$ cat config.mk
export PLATFORM = sky130hd
export DESIGN_NAME = distributed_mutex_node_unit
export DESIGN_NICKNAME = d
export VERILOG_FILES = /design/src/sv/dmx_pkg.sv /design/src/sv/dmx_sequencer.sv /design/src/sv/dmx_datapath.sv /design/src/sv/distributed_mutex_node_unit.sv
export VERILOG_INCLUDE_DIRS = /design/src /design/src/sv
export SDC_FILE = /design/constraint.sdc
export NUM_CORES = 1
export LEC_CHECK = 0
export ABC_AREA = 1
export ABC_CLOCK_PERIOD_IN_PS = 4600
export BUFFER_PORTS_ARGS = -buffer_cell sky130_fd_sc_hd__buf_4
export CAP_MARGIN = 20
export CORE_MARGIN = 2
export CORE_UTILIZATION = 47
export CTS_BUF_LIST = sky130_fd_sc_hd__clkbuf_8
export DETAILED_ROUTE_END_ITERATION = 10
export GPL_TIMING_DRIVEN = 1
export PLACE_DENSITY = 0.72
export SYNTH_ARGS = -nofsm -noshare
export SYNTH_HDL_FRONTEND = slang
export SYNTH_HIERARCHICAL = 1
export SYNTH_SLANG_ARGS = --single-unit
export TNS_END_PERCENT = 5
$ cat constraint.sdc
create_clock -name clk -period 4.6 [get_ports clk]
set_input_delay 1.38 -clock clk [delete_from_list [all_inputs] [get_ports clk]]
set_output_delay 1.38 -clock clk [all_outputs]
set_load 0.01 [all_outputs]
$ cat src/sv/distributed_mutex_node_unit_assert.svh
// ----------------------------------------------------------------------------
// Assertion macros for the distributed mutex node
// Shared concurrent assertion forms, clocked on clk and disabled in reset.
// ----------------------------------------------------------------------------
`ifndef DISTRIBUTED_MUTEX_NODE_UNIT_ASSERT_SVH
`define DISTRIBUTED_MUTEX_NODE_UNIT_ASSERT_SVH

// The consequent must hold in the same cycle as the antecedent.
`define DMX_ASSERT_IMPLY(lbl, ante, cons, msg) \
    lbl: assert property (@(posedge clk) disable iff (!rst_n) (ante) |-> (cons)) \
        else $error(msg);

// The consequent must hold in the cycle after the antecedent.
`define DMX_ASSERT_NEXT(lbl, ante, cons, msg) \
    lbl: assert property (@(posedge clk) disable iff (!rst_n) (ante) |=> (cons)) \
        else $error(msg);

`endif

$ cat src/sv/dmx_pkg.sv
// ----------------------------------------------------------------------------
// dmx_pkg
// Types, codes, microcode table and helpers of the distributed mutex node.
// ----------------------------------------------------------------------------
package dmx_pkg;

    localparam int unsigned MAX_NODES_DEF   = 16;
    localparam int unsigned DEFER_DEPTH_DEF = 32;
    localparam int unsigned NIDX_W          = 5;

    typedef logic [31:0] stamp_t;
    typedef logic [3:0]  node_id_t;
    typedef logic [4:0]  node_cnt_t;

    localparam stamp_t STAMP_MAX = '1;

    typedef enum logic [1:0] {
        MODE_WANT    = 2'd0,
        MODE_REQUEST = 2'd1,
        MODE_REPLY   = 2'd2,
        MODE_NONE    = 2'd3
    } mode_e;

    typedef enum logic [1:0] {
        KIND_REQUEST = 2'd0,
        KIND_REPLY   = 2'd1,
        KIND_CRIT    = 2'd2
    } kind_e;

    typedef enum logic [0:0] {
        REG_NODE_ID    = 1'b0,
        REG_NODE_COUNT = 1'b1
    } cfg_reg_e;

    typedef struct packed {
        logic [1:0] mode;
        node_id_t   sender_id;
        stamp_t     msg_stamp;
    } in_item_t;

    typedef struct packed {
        logic [1:0] kind;
        node_id_t   dest_id;
        stamp_t     out_stamp;
        logic       last;
    } out_item_t;

    typedef enum logic [3:0] {
        OP_NOP    = 4'd0,
        OP_ACCEPT = 4'd1,
        OP_WANT   = 4'd2,
        OP_BCAST  = 4'd3,
        OP_MERGE  = 4'd4,
        OP_REQ    = 4'd5,
        OP_ENTER  = 4'd6,
        OP_FLUSH  = 4'd7
    } op_e;

    typedef enum logic [2:0] {
        C_NONE      = 3'd0,
        C_DISPATCH  = 3'd1,
        C_NODE_MORE = 3'd2,
        C_NO_ENTER  = 3'd3,
        C_Q_EMPTY   = 3'd4,
        C_Q_MORE    = 3'd5
    } cond_e;

    typedef logic [3:0] upc_t;

    localparam upc_t A_IDLE      = 4'd0;
    localparam upc_t A_WANT      = 4'd1;
    localparam upc_t A_BCAST     = 4'd2;
    localparam upc_t A_REQ_MERGE = 4'd3;
    localparam upc_t A_REQ       = 4'd4;
    localparam upc_t A_RPL_MERGE = 4'd5;
    localparam upc_t A_RPL_CHECK = 4'd6;
    localparam upc_t A_ENTER     = 4'd7;
    localparam upc_t A_FLUSH     = 4'd8;

    // When cond is false the sequencer returns to idle if ret is set,
    // otherwise it steps to the next address.
    typedef struct packed {
        op_e   op;
        cond_e cond;
        upc_t  target;
        logic  ret;
    } ctrl_word_t;

    typedef struct packed {
        logic       hold;
        logic       node_more;
        logic       no_enter;
        logic       q_empty;
        logic       q_more;
        logic [1:0] mode;
    } flags_t;

    typedef struct packed {
        logic overflow;
        logic phase;
    } status_t;

    function automatic stamp_t tick(stamp_t c);
        return (c == STAMP_MAX) ? c : c + 32'd1;
    endfunction

    function automatic upc_t mode_entry(logic [1:0] mode);
        upc_t a;
        case (mode)
            MODE_WANT:    a = A_WANT;
            MODE_REQUEST: a = A_REQ_MERGE;
            MODE_REPLY:   a = A_RPL_MERGE;
            default:      a = A_IDLE;
        endcase
        return a;
    endfunction

    function automatic ctrl_word_t ucode_rom(upc_t addr);
        ctrl_word_t w;
        case (addr)
            A_IDLE:      w = '{op: OP_ACCEPT, cond: C_DISPATCH,  target: A_IDLE,  ret: 1'b0};
            A_WANT:      w = '{op: OP_WANT,   cond: C_NONE,      target: A_IDLE,  ret: 1'b0};
            A_BCAST:     w = '{op: OP_BCAST,  cond: C_NODE_MORE, target: A_BCAST, ret: 1'b1};
            A_REQ_MERGE: w = '{op: OP_MERGE,  cond: C_NONE,      target: A_IDLE,  ret: 1'b0};
            A_REQ:       w = '{op: OP_REQ,    cond: C_NONE,      target: A_IDLE,  ret: 1'b1};
            A_RPL_MERGE: w = '{op: OP_MERGE,  cond: C_NONE,      target: A_IDLE,  ret: 1'b0};
            A_RPL_CHECK: w = '{op: OP_NOP,    cond: C_NO_ENTER,  target: A_IDLE,  ret: 1'b0};
            A_ENTER:     w = '{op: OP_ENTER,  cond: C_Q_EMPTY,   target: A_IDLE,  ret: 1'b0};
            A_FLUSH:     w = '{op: OP_FLUSH,  cond: C_Q_MORE,    target: A_FLUSH, ret: 1'b1};
            default:     w = '{op: OP_NOP,    cond: C_NONE,      target: A_IDLE,  ret: 1'b1};
        endcase
        return w;
    endfunction

endpackage

$ cat src/sv/dmx_sequencer.sv
// ----------------------------------------------------------------------------
// dmx_sequencer
// Step counter over the microcode table with conditional jumps.
// ----------------------------------------------------------------------------
module dmx_sequencer
    import dmx_pkg::*;
(
    input  logic       clk,
    input  logic       rst_n,
    input  flags_t     flags,
    output ctrl_word_t ctrl
);

    upc_t upc_reg;
    upc_t upc_next;
    logic taken;

    assign ctrl = ucode_rom(upc_reg);

    always_comb
    begin
        case (ctrl.cond)
            C_DISPATCH:  taken = 1'b1;
            C_NODE_MORE: taken = flags.node_more;
            C_NO_ENTER:  taken = flags.no_enter;
            C_Q_EMPTY:   taken = flags.q_empty;
            C_Q_MORE:    taken = flags.q_more;
            default:     taken = 1'b0;
        endcase

        if (flags.hold)
        begin
            upc_next = upc_reg;
        end
        else if (taken)
        begin
            upc_next = (ctrl.cond == C_DISPATCH) ? mode_entry(flags.mode) : ctrl.target;
        end
        else if (ctrl.ret)
        begin
            upc_next = A_IDLE;
        end
        else
        begin
            upc_next = upc_reg + 4'd1;
        end
    end

    always_ff @(posedge clk or negedge rst_n)
    begin
        if (!rst_n)
        begin
            upc_reg <= A_IDLE;
        end
        else
        begin
            upc_reg <= upc_next;
        end
    end

endmodule

$ cat src/sv/dmx_datapath.sv
// ----------------------------------------------------------------------------
// dmx_datapath
// Lamport clock, request state, deferred-reply queue and output register,
// driven one operation per cycle by the microcode control word unless a result stalls.
// ----------------------------------------------------------------------------
module dmx_datapath
    import dmx_pkg::*;
#(
    parameter int unsigned MAX_NODES   = MAX_NODES_DEF,
    parameter int unsigned DEFER_DEPTH = DEFER_DEPTH_DEF
)
(
    input  logic       clk,
    input  logic       rst_n,
    input  logic       cfg_wen,
    input  logic [0:0] cfg_index,
    input  logic [4:0] cfg_data,
    input  logic       in_valid,
    output logic       in_ready,
    input  in_item_t   in_item,
    output logic       out_valid,
    input  logic       out_ready,
    output out_item_t  out_item,
    input  ctrl_word_t ctrl,
    output flags_t     flags,
    output status_t    status
);

    localparam int unsigned AW = (DEFER_DEPTH > 1) ? $clog2(DEFER_DEPTH) : 1;
    localparam int unsigned CW = $clog2(DEFER_DEPTH + 1);
    localparam logic [MAX_NODES-1:0] BIT0 = MAX_NODES'(1);

    // Configuration
    node_id_t  node_id_reg;
    node_cnt_t node_count_reg;

    // Protocol state
    stamp_t                clock_reg,     clock_next;
    logic                  phase_reg,     phase_next;
    stamp_t                req_stamp_reg, req_stamp_next;
    logic [MAX_NODES-1:0]  seen_reg,      seen_next;
    logic [CW-1:0]         count_reg,     count_next;
    logic                  ovf_reg,       ovf_next;
    logic [NIDX_W-1:0]     nidx_reg,      nidx_next;
    logic [CW-1:0]         qidx_reg,      qidx_next;
    in_item_t              in_reg;
    logic                  out_valid_reg, out_valid_next;
    out_item_t             out_item_reg,  out_item_next;

    // Deferred queue
    node_id_t              mem [DEFER_DEPTH];
    node_id_t              rd_data_reg;
    logic                  q_we;

    // Working signals
    node_cnt_t             n_eff;
    logic [MAX_NODES-1:0]  need;
    logic                  all_in;
    logic                  later;
    logic [NIDX_W:0]       nidx_p1, nidx_p2, n_wide, id_wide;
    logic [CW:0]           qidx_p1;
    stamp_t                merged;
    stamp_t                ticked;
    logic                  emit;
    logic                  stall;
    out_item_t             emit_item;

    assign in_ready  = (ctrl.op == OP_ACCEPT);
    assign out_valid = out_valid_reg;
    assign out_item  = out_item_reg;
    assign status    = '{overflow: ovf_reg, phase: phase_reg};

    assign n_eff   = (32'(node_count_reg) > MAX_NODES) ? 5'(MAX_NODES) : node_count_reg;
    assign nidx_p1 = {1'b0, nidx_reg} + 6'd1;
    assign nidx_p2 = {1'b0, nidx_reg} + 6'd2;
    assign n_wide  = {1'b0, n_eff};
    assign id_wide = {2'b00, node_id_reg};
    assign qidx_p1 = {1'b0, qidx_reg} + (CW+1)'(1);
    assign merged  = (in_reg.msg_stamp > clock_reg) ? in_reg.msg_stamp : clock_reg;
    assign ticked  = tick(clock_reg);

    // Every peer below the effective count, other than this node, must have replied.
    always_comb
    begin
        for (int j = 0; j < MAX_NODES; j++)
        begin
            need[j] = (j < int'(n_eff)) && (j != int'(node_id_reg));
        end
    end
    assign all_in = &(seen_reg | ~need);

    assign later = (in_reg.msg_stamp > req_stamp_reg) ||
                   ((in_reg.msg_stamp == req_stamp_reg) && (in_reg.sender_id > node_id_reg));

    // Result produced by the current step, if any.
    always_comb
    begin
        emit      = 1'b0;
        emit_item = '{kind: KIND_REPLY, dest_id: in_reg.sender_id, out_stamp: ticked,
                      last: 1'b1};
        case (ctrl.op)
            OP_BCAST:
            begin
                emit      = (nidx_reg < n_eff) && (nidx_reg != {1'b0, node_id_reg});
                emit_item = '{kind: KIND_REQUEST, dest_id: nidx_reg[3:0],
                              out_stamp: req_stamp_reg,
                              last: (nidx_p1 >= n_wide) ||
                                    ((nidx_p2 >= n_wide) && (nidx_p1 == id_wide))};
            end
            OP_REQ:
            begin
                emit = !(phase_reg && later);
            end
            OP_ENTER:
            begin
                emit      = 1'b1;
                emit_item = '{kind: KIND_CRIT, dest_id: node_id_reg, out_stamp: clock_reg,
                              last: (count_reg == '0)};
            end
            OP_FLUSH:
            begin
                emit      = 1'b1;
                emit_item = '{kind: KIND_REPLY, dest_id: rd_data_reg, out_stamp: ticked,
                              last: !(qidx_p1 < {1'b0, count_reg})};
            end
            default:
            begin
                emit = 1'b0;
            end
        endcase
    end

    assign stall = emit && out_valid_reg && !out_ready;

    assign flags = '{hold:      stall || ((ctrl.op == OP_ACCEPT) && !in_valid),
                     node_more: (nidx_p1 < n_wide),
                     no_enter:  !(phase_reg && all_in),
                     q_empty:   (count_reg == '0),
                     q_more:    (qidx_p1 < {1'b0, count_reg}),
                     mode:      in_item.mode};

    always_comb
    begin
        clock_next     = clock_reg;
        phase_next     = phase_reg;
        req_stamp_next = req_stamp_reg;
        seen_next      = seen_reg;
        count_next     = count_reg;
        ovf_next       = ovf_reg;
        nidx_next      = nidx_reg;
        qidx_next      = qidx_reg;
        q_we           = 1'b0;

        if (!stall)
        begin
            case (ctrl.op)
                OP_WANT:
                begin
                    phase_next     = 1'b1;
                    clock_next     = ticked;
                    req_stamp_next = ticked;
                    seen_next      = BIT0 << node_id_reg;
                    nidx_next      = '0;
                end
                OP_BCAST:
                begin
                    if (emit)
                    begin
                        clock_next = ticked;
                    end
                    nidx_next = nidx_reg + NIDX_W'(1);
                end
                OP_MERGE:
                begin
                    clock_next = tick(merged);
                    // A sender beyond the bitmap shifts out and marks nothing.
                    if (in_reg.mode == MODE_REPLY)
                    begin
                        seen_next = seen_reg | (BIT0 << in_reg.sender_id);
                    end
                end
                OP_REQ:
                begin
                    if (emit)
                    begin
                        clock_next = ticked;
                    end
                    else if (32'(count_reg) < DEFER_DEPTH)
                    begin
                        q_we       = 1'b1;
                        count_next = count_reg + CW'(1);
                    end
                    else
                    begin
                        ovf_next = 1'b1;
                    end
                end
                OP_ENTER:
                begin
                    phase_next = 1'b0;
                    qidx_next  = '0;
                end
                OP_FLUSH:
                begin
                    clock_next = ticked;
                    qidx_next  = qidx_p1[CW-1:0];
                    if (emit_item.last)
                    begin
                        count_next = '0;
                    end
                end
                default:
                begin
                    clock_next = clock_reg;
                end
            endcase
        end
    end

    always_comb
    begin
        out_item_next = out_item_reg;
        if (emit && !stall)
        begin
            out_valid_next = 1'b1;
            out_item_next  = emit_item;
        end
        else if (out_ready)
        begin
            out_valid_next = 1'b0;
        end
        else
        begin
            out_valid_next = out_valid_reg;
        end
    end

    always_ff @(posedge clk or negedge rst_n)
    begin
        if (!rst_n)
        begin
            node_id_reg    <= '0;
            node_count_reg <= 5'd2;
            clock_reg      <= '0;
            phase_reg      <= 1'b0;
            req_stamp_reg  <= '0;
            seen_reg       <= '0;
            count_reg      <= '0;
            ovf_reg        <= 1'b0;
            nidx_reg       <= '0;
            qidx_reg       <= '0;
            out_valid_reg  <= 1'b0;
        end
        else
        begin
            if (cfg_wen)
            begin
                case (cfg_reg_e'(cfg_index))
                    REG_NODE_ID:    node_id_reg    <= cfg_data[3:0];
                    REG_NODE_COUNT: node_count_reg <= cfg_data;
                    default:        node_id_reg    <= node_id_reg;
                endcase
            end
            clock_reg     <= clock_next;
            phase_reg     <= phase_next;
            req_stamp_reg <= req_stamp_next;
            seen_reg      <= seen_next;
            count_reg     <= count_next;
            ovf_reg       <= ovf_next;
            nidx_reg      <= nidx_next;
            qidx_reg      <= qidx_next;
            out_valid_reg <= out_valid_next;
        end
    end

    always_ff @(posedge clk)
    begin
        if (in_valid && in_ready)
        begin
            in_reg <= in_item;
        end
        out_item_reg <= out_item_next;
    end

    // The read address follows the next queue index, so the entry for the
    // current flush step is already in the read register.
    always_ff @(posedge clk)
    begin
        if (q_we)
        begin
            mem[count_reg[AW-1:0]] <= in_reg.sender_id;
        end
        rd_data_reg <= mem[qidx_next[AW-1:0]];
    end

endmodule

$ cat src/sv/distributed_mutex_node_unit.sv
// ----------------------------------------------------------------------------
// distributed_mutex_node_unit
// One node of a Ricart-Agrawala mutual exclusion protocol with a Lamport clock.
// ----------------------------------------------------------------------------
// Each input transfer is handled by a short microprogram, one step per cycle
// unless a result stalls, and at most one result transfer leaves per cycle
// through the output register. After the accept step, a local want runs the
// want step and a broadcast step that walks every node index below N, the
// effective node count, once (its own included), or index zero if N is zero.
// An incoming request runs a merge and a request step. An incoming reply runs a
// merge and a check step and, if it lets the node enter its critical section,
// an enter step and one flush step per queued deferred requester. An unused
// mode runs only the accept step. Each step that produces a result holds while
// the output register is occupied and the receiver is not ready. The user must
// write node id and node count only while the block is idle; the block does not
// enforce it. The deferred queue is a plain memory; it needs no reset clearing.
// ----------------------------------------------------------------------------
`include "distributed_mutex_node_unit_assert.svh"

module distributed_mutex_node_unit
    import dmx_pkg::*;
#(
    parameter int unsigned MAX_NODES   = MAX_NODES_DEF,
    parameter int unsigned DEFER_DEPTH = DEFER_DEPTH_DEF
)
(
    input  logic       clk,
    input  logic       rst_n,
    input  logic       cfg_wen,
    input  logic [0:0] cfg_index,
    input  logic [4:0] cfg_data,
    input  logic       in_valid,
    output logic       in_ready,
    input  in_item_t   in_item,
    output logic       out_valid,
    input  logic       out_ready,
    output out_item_t  out_item
);

    ctrl_word_t ctrl;
    flags_t     flags;
    status_t    status;

    dmx_sequencer u_sequencer (
        .clk   (clk),
        .rst_n (rst_n),
        .flags (flags),
        .ctrl  (ctrl)
    );

    dmx_datapath #(
        .MAX_NODES   (MAX_NODES),
        .DEFER_DEPTH (DEFER_DEPTH)
    ) u_datapath (
        .clk       (clk),
        .rst_n     (rst_n),
        .cfg_wen   (cfg_wen),
        .cfg_index (cfg_index),
        .cfg_data  (cfg_data),
        .in_valid  (in_valid),
        .in_ready  (in_ready),
        .in_item   (in_item),
        .out_valid (out_valid),
        .out_ready (out_ready),
        .out_item  (out_item),
        .ctrl      (ctrl),
        .flags     (flags),
        .status    (status)
    );

    // An accepted message with a valid mode always starts a microprogram.
    `DMX_ASSERT_NEXT(a_busy_after_accept, in_valid && in_ready && (in_item.mode != MODE_NONE), !in_ready, "input accepted again before its program ran")
    `DMX_ASSERT_NEXT(a_overflow_sticky, status.overflow, status.overflow, "overflow flag cleared")
    `DMX_ASSERT_IMPLY(a_overflow_when_waiting, $rose(status.overflow), status.phase, "queue overflow while not waiting")

endmodule

Word level (Yosys, flattened, before mapping)

Memories as Yosys holds them, arrays and structs flattened. A register that Yosys moved wholly into a read port is not among the register bits.
Index checks and enable logic that the tools add are counted.

Reduce and logical (&&, ||, !) cells: 58
Bitwise gates (word level): 5
Equality and inequality tests: 40
$lt $le $gt $ge: 26
Add/sub/neg operators: 8
Multiplexer cells: 31
Shift operators: 2

Operator list:

| operator                | number |
|---|---|
| $mux W32                | 4 |
| $pmux W39 S3            | 1 |
| $pmux W32 S3            | 1 |
| $add A32 B1 Y32 const B | 2 |
| $eq A32 B32 Y1 const B  | 2 |
| $gt A32 B32 Y1          | 2 |
| $lt A4 B5 Y1 const A    | 8 |
| $eq A32 B32 Y1          | 1 |
| $ne A4 B4 Y1 const A    | 8 |
| $or A16 B16 Y16         | 2 |
| $pmux W16 S2            | 1 |
| $shl A1 B4 Y16 const A  | 2 |
| $logic_and A1 B1 Y1     | 26 |
| $pmux W6 S2             | 2 |
| $lt A3 B5 Y1 const A    | 4 |
| $mux W6                 | 3 |
| $eq A4 B3 Y1 const B    | 4 |
| $mux W16                | 1 |
| $ne A3 B4 Y1 const A    | 4 |
| $not A16 Y16            | 1 |
| $reduce_and A16 Y1      | 1 |
| $ge A6 B5 Y1            | 2 |
| $mux W4                 | 3 |
| $reduce_and A2 Y1       | 6 |
| 45 further kinds        | 79 |

Register bits: 189
RAM bits: 128
Memories: 2
Memory bits (read-only): 144
Logic and storage cells: 191
Output and inout port bits: 41

Memories:

| memory          | words | bits a word | read ports | clocked after Yosys merged registers in | wr ports | RTL line           | source |
|---|---|---|---|---|---|---|---|
| (no name shown) | 16    | 9           | 1          | 0                                       | 0        | dmx_pkg.sv:120     | `case (addr)` |
| u_datapath.mem  | 32    | 4           | 1          | 1                                       | 1        | dmx_datapath.sv:51 | `node_id_t mem [DEFER_DEPTH];` |

Depth between registers and ports, before layout

Depth after elaboration: 11
Mapped depth: 29
Gate-level depth less buffers: 27

By module

Netlist, hierarchy kept.

By module, submodules not included:

| module        | instances | area an instance (um2) | cells each |
|---|---|---|---|
| dmx_datapath  | 1         | 19244.7                | 2336 |
| dmx_sequencer | 1         | 566.8                  | 84 |

Worst setup path before layout

No wires, ideal clock.

Path type: register to register
From: reg u_datapath/in_reg[32] (netlist name)
To: reg u_datapath.out_item_reg, in the netlist u_datapath/out_item[0] (enable)
Path buffers: 1
Setup slack: 0.378 ns
Clock period less this slack: 4.222 ns
Stages on the path, launching flop included: 12
Library setup time: 0.435 ns
Arrival: 3.786 ns
Cell sequence: edfxtp_1 clkbuf_1 clkinv_1 ha_1 nand2_1 o21ai_0 a21oi_1 nand2_1 nand2_1 nand2_2 inv_1 nor2_1

Longest elaborated chain between the ends: 10

Ends and longest elaborated chain:

| element                           | RTL line            | source |
|---|---|---|
| start, declared                   | dmx_datapath.sv:46  | `in_item_t in_reg;` |
| start signal, assigned            | dmx_datapath.sv:280 | `in_reg <= in_item;` |
| $gt A4 B4 Y1 *                    | dmx_datapath.sv:93  | `((in_reg.msg_stamp == req_stamp_reg) && (in_reg.sender_id > node_id_reg));` |
| $logic_and A1 B1 Y1 *             | dmx_datapath.sv:93  |  |
| $logic_or A1 B1 Y1 *              | dmx_datapath.sv:92  | `assign later = (in_reg.msg_stamp > req_stamp_reg) \|\|` |
| $logic_and A1 B1 Y1 *             | dmx_datapath.sv:112 | `emit = !(phase_reg && later);` |
| $logic_not A1 Y1 *                | dmx_datapath.sv:112 |  |
| $pmux W1 S3 *                     | dmx_datapath.sv:101 | `case (ctrl.op)` |
| $logic_and A1 B1 Y1 (2 in series) | dmx_datapath.sv:133 | `assign stall = emit && out_valid_reg && !out_ready;` |
| $logic_not A1 Y1                  | --                  |  |
| $logic_and A1 B1 Y1 *             | dmx_datapath.sv:223 | `if (emit && !stall)` |
| end signal, assigned              | dmx_datapath.sv:282 | `out_item_reg <= out_item_next;` |
| end, declared                     | dmx_datapath.sv:48  | `out_item_t out_item_reg, out_item_next;` |

Every way passes the cells marked *; elsewhere a longest branch is shown, timed or not.
A chain may end at the register's enable or synchronous reset.

Final worst setup path

From: reg u_datapath.clock_reg[24]
To: reg u_datapath.clock_reg[8]

Longest elaborated chain between the ends: 5

Ends and longest elaborated chain:

| element                                                  | RTL line            | source |
|---|---|---|
| start, declared                                          | dmx_datapath.sv:38  | `stamp_t clock_reg, clock_next;` |
| start signal, assigned                                   | dmx_datapath.sv:264 | `clock_reg <= clock_next;` |
| $gt A32 B32 Y1                                           | dmx_datapath.sv:79  | `assign merged = (in_reg.msg_stamp > clock_reg) ? in_reg.msg_stamp : clock_reg;` |
| $mux W32                                                 | dmx_datapath.sv:79  |  |
| $add A32 B1 Y32 / $eq A32 B32 Y1 (equally long branches) | dmx_pkg.sv:104      | `return (c == STAMP_MAX) ? c : c + 32'd1;` |
| $mux W32                                                 | dmx_pkg.sv:104      |  |
| $pmux W32 S3 *                                           | dmx_datapath.sv:156 | `case (ctrl.op)` |

Every way passes the cells marked *; elsewhere a longest branch is shown, timed or not. The select of a mux whose other input is x is not followed.

==> impl_metrics.tcl <==
set metrics [dict create \
    crit_type "flop to flop" \
    insertion_delay_ns 0.68 \
    max_slew.worst_pin.slew_ns 0.854 \
    internal_power_mw 7.68 \
    min_from "u_datapath/clock_reg[31]$_DFFE_PN0P_" \
    syn_inst 2413 \
    dieArea_mm2 0.0437 \
    hold_path_class "flop to flop" \
    vias 17300 \
    syn-num-nets 2563 \
    p_comb_share_pct 51.3 \
    wirelength_mm 58.1 \
    grt_usage_pct 26.7 \
    slew_headroom_pct 43.1 \
    rsz0062_at_grt "no" \
    leakagePower_nw 10.2 \
    hold_buffers 0 \
    cts_buffers 56 \
    largest_reg_flops 128 \
    wire_per_inst_um 18.7 \
    clkPwrFrac_pct 17.5 \
    fin_worst_skew_ns 0.0545 \
    cp.required_ns 5.15 \
    r2r-start "u_datapath/clock_reg[24]$_DFFE_PN0P_" \
    period_needed_ns 4.19 \
    grt_start_max_net_pins 58 \
    multi_input_area_mm2 0.00883 \
    drv_cap 0 \
    hold_slack_ns 0.479 \
    crit_family "simple AND/OR/NAND/NOR gates" \
    synth_warnings 6 \
    grt_overflow_total 0 \
    syn_avg_cell_area_um2 8.18 \
    die_w_um 209 \
    cts_sinks 321 \
    crit_chain "inv_1, ha_1, nand2_1, nor2_1, nand2_2, nor4_4, nand2_1, nand2_2, buf_4, nand3_1, nand2_1, ha_1, inv_1, nor2_4, nand2_2, nor2_4, nand2_4, nand3_1, o21ai_0, o21ai_0" \
    area_growth_pct 11.7 \
    slowest_stage "dfrtp_1" \
    total_power_mw 14.6 \
    finalSetupTns_ns 0 \
    fillers 3917 \
    crit_fanout 31 \
    p_seq_share_pct 31.2 \
    drcViolationCount 0 \
    die-height_um 209 \
    worstPathArrival_ns 4.74 \
    cp-start-kind "flop" \
    ff2ff_setup_slack_ns 0.41 \
    finalMaxSlewViolations 0 \
    final_hold_viol_count 0 \
    cts_root_buf "clkbuf_8" \
    grt_pass1_vias 16900 \
    io_pins 90 \
    crit_path_end_kind "flop" \
    final_common_cell "nand2_1" \
    core_mm2 0.0417 \
    layoutNonFillerInstCount 3104 \
    p_switching_mw 6.90 \
    dr.first_iter.drc_count 1793 \
    cts_buffer_depth 3 \
    r2r-end "u_datapath/clock_reg[8]$_DFFE_PN0P_" \
    gp_congestion 0.971 \
    ir_worst_vdd_mv 0.320 \
    hold-path-endpoint "u_datapath/clock_reg[31]$_DFFE_PN0P_" \
    clock.fmax_ghz 0.239 \
    dp_hpwl_mm 42.1 \
    num-nets-final 2668 \
    layout_common_cells "nand2_1, inv_1, nand3_1" \
    power.density_mw_per_mm2 661 \
    pre_cts_slack_ns 0.565 \
    grt_antenna_before_repair 0 \
    htree_levels 2 \
    placementRows 75 \
    drtAntennaViolNets 0 \
    finalCritPeriodShare_pct 91.0 \
    switching_share_pct 47.3 \
    post_cts_resized 0 \
    via_per_inst 5.58 \
    clk_pin_slew_ns 0.07 \
    cp_num_buf_inv 3 \
    status "completed" \
    finalSetupViolations 0 \
    critPathMaxStageDelay_ns 0.45 \
    setup_slack_ns 0.415 \
    dp_cells 2998 \
    rr_worst_depth 20 \
    start_util_pct 47.4 \
    drt_pre_antenna_iters 6 \
    synth_area_mm2 0.0197 \
    cts_tree "done" \
    drive_gt1_share_pct 12.0 \
    hold_depth 2 \
    grt_pass1_wl_mm 92.0 \
    diodes 0 \
    cts_setup_buffers 0 \
    seqCellArea_mm2 0.00904 \
    place.port_buffers 89 \
]
==> routing by layer <==
layer	global-route usage (%)	up-vias	routed length (um)
li1	-	8217	-
met1	35.5	8171	24100
met2	43.4	790	27100
met3	4.75	147	4660
met4	10.8	0	2240
met5	0	-	0
==> cell type report <==
| class | instances | share of cell area (%) |
|---|---|---|
| Sequential cell | 321 | 41.0 |
| Multi-Input combinational cell | 1633 | 40.1 |
| Inverter | 382 | 6.51 |
| Timing Repair Buffer | 124 | 4.48 |
| Clock buffer | 62 | 3.87 |
| Tap cell | 539 | 3.06 |
| Clock inverter | 43 | 1.03 |
==> power groups by stage <==
stage,clock network [mW],registers (mW),logic [mW]
after floorplan,0,4.42,5.26
after global placement,0,4.55,7.14
after detailed placement,0,4.57,7.31
after CTS,2.60,4.52,7.34
after global routing,2.74,4.60,8.34
final,2.55,4.55,7.48
==> tightest hold or removal path, delay by kind of cell, from the launching register on <==
family,cells,cell delay (ns)
DFF,1,0.34
and+or+nand+nor,2,0.11
==> per-stage QoR <==
| stage | util, % | cell area [um2] |
|---|---|---|
| final | 52.9 | 22100 |
| after global routing | 52.9 | 22100 |
| after CTS | 52.9 | 22000 |
| after detailed placement | 50.3 | 20900 |
| after global placement | 50.3 | 20900 |
| after floorplan | - | 19700 |
==> how the worst max path moves through the flow <==
stage	slack [ns]	endpoint	cells after the start	start
floorplan	0.38	u_datapath/out_item[0]$_DFFE_PP_	11	u_datapath/in_reg[32]$_DFFE_PP_
global placement	0.62	u_datapath/clock_reg[8]$_DFFE_PN0P_	22	u_datapath/clock_reg[7]$_DFFE_PN0P_
detailed placement	0.57	u_datapath/mem[11][3]$_DFFE_PP_	18	u_datapath/node_count_reg[1]$_DFFE_PN1P_
CTS	0.41	in_ready	7	u_sequencer/upc_reg[0]$_DFFE_PN0N_
global route	0.10	u_datapath/clock_reg[8]$_DFFE_PN0P_	20	u_datapath/clock_reg[28]$_DFFE_PN0P_
finish	0.41	u_datapath/clock_reg[8]$_DFFE_PN0P_	20	u_datapath/clock_reg[24]$_DFFE_PN0P_
(Power assumes the default switching activity.)
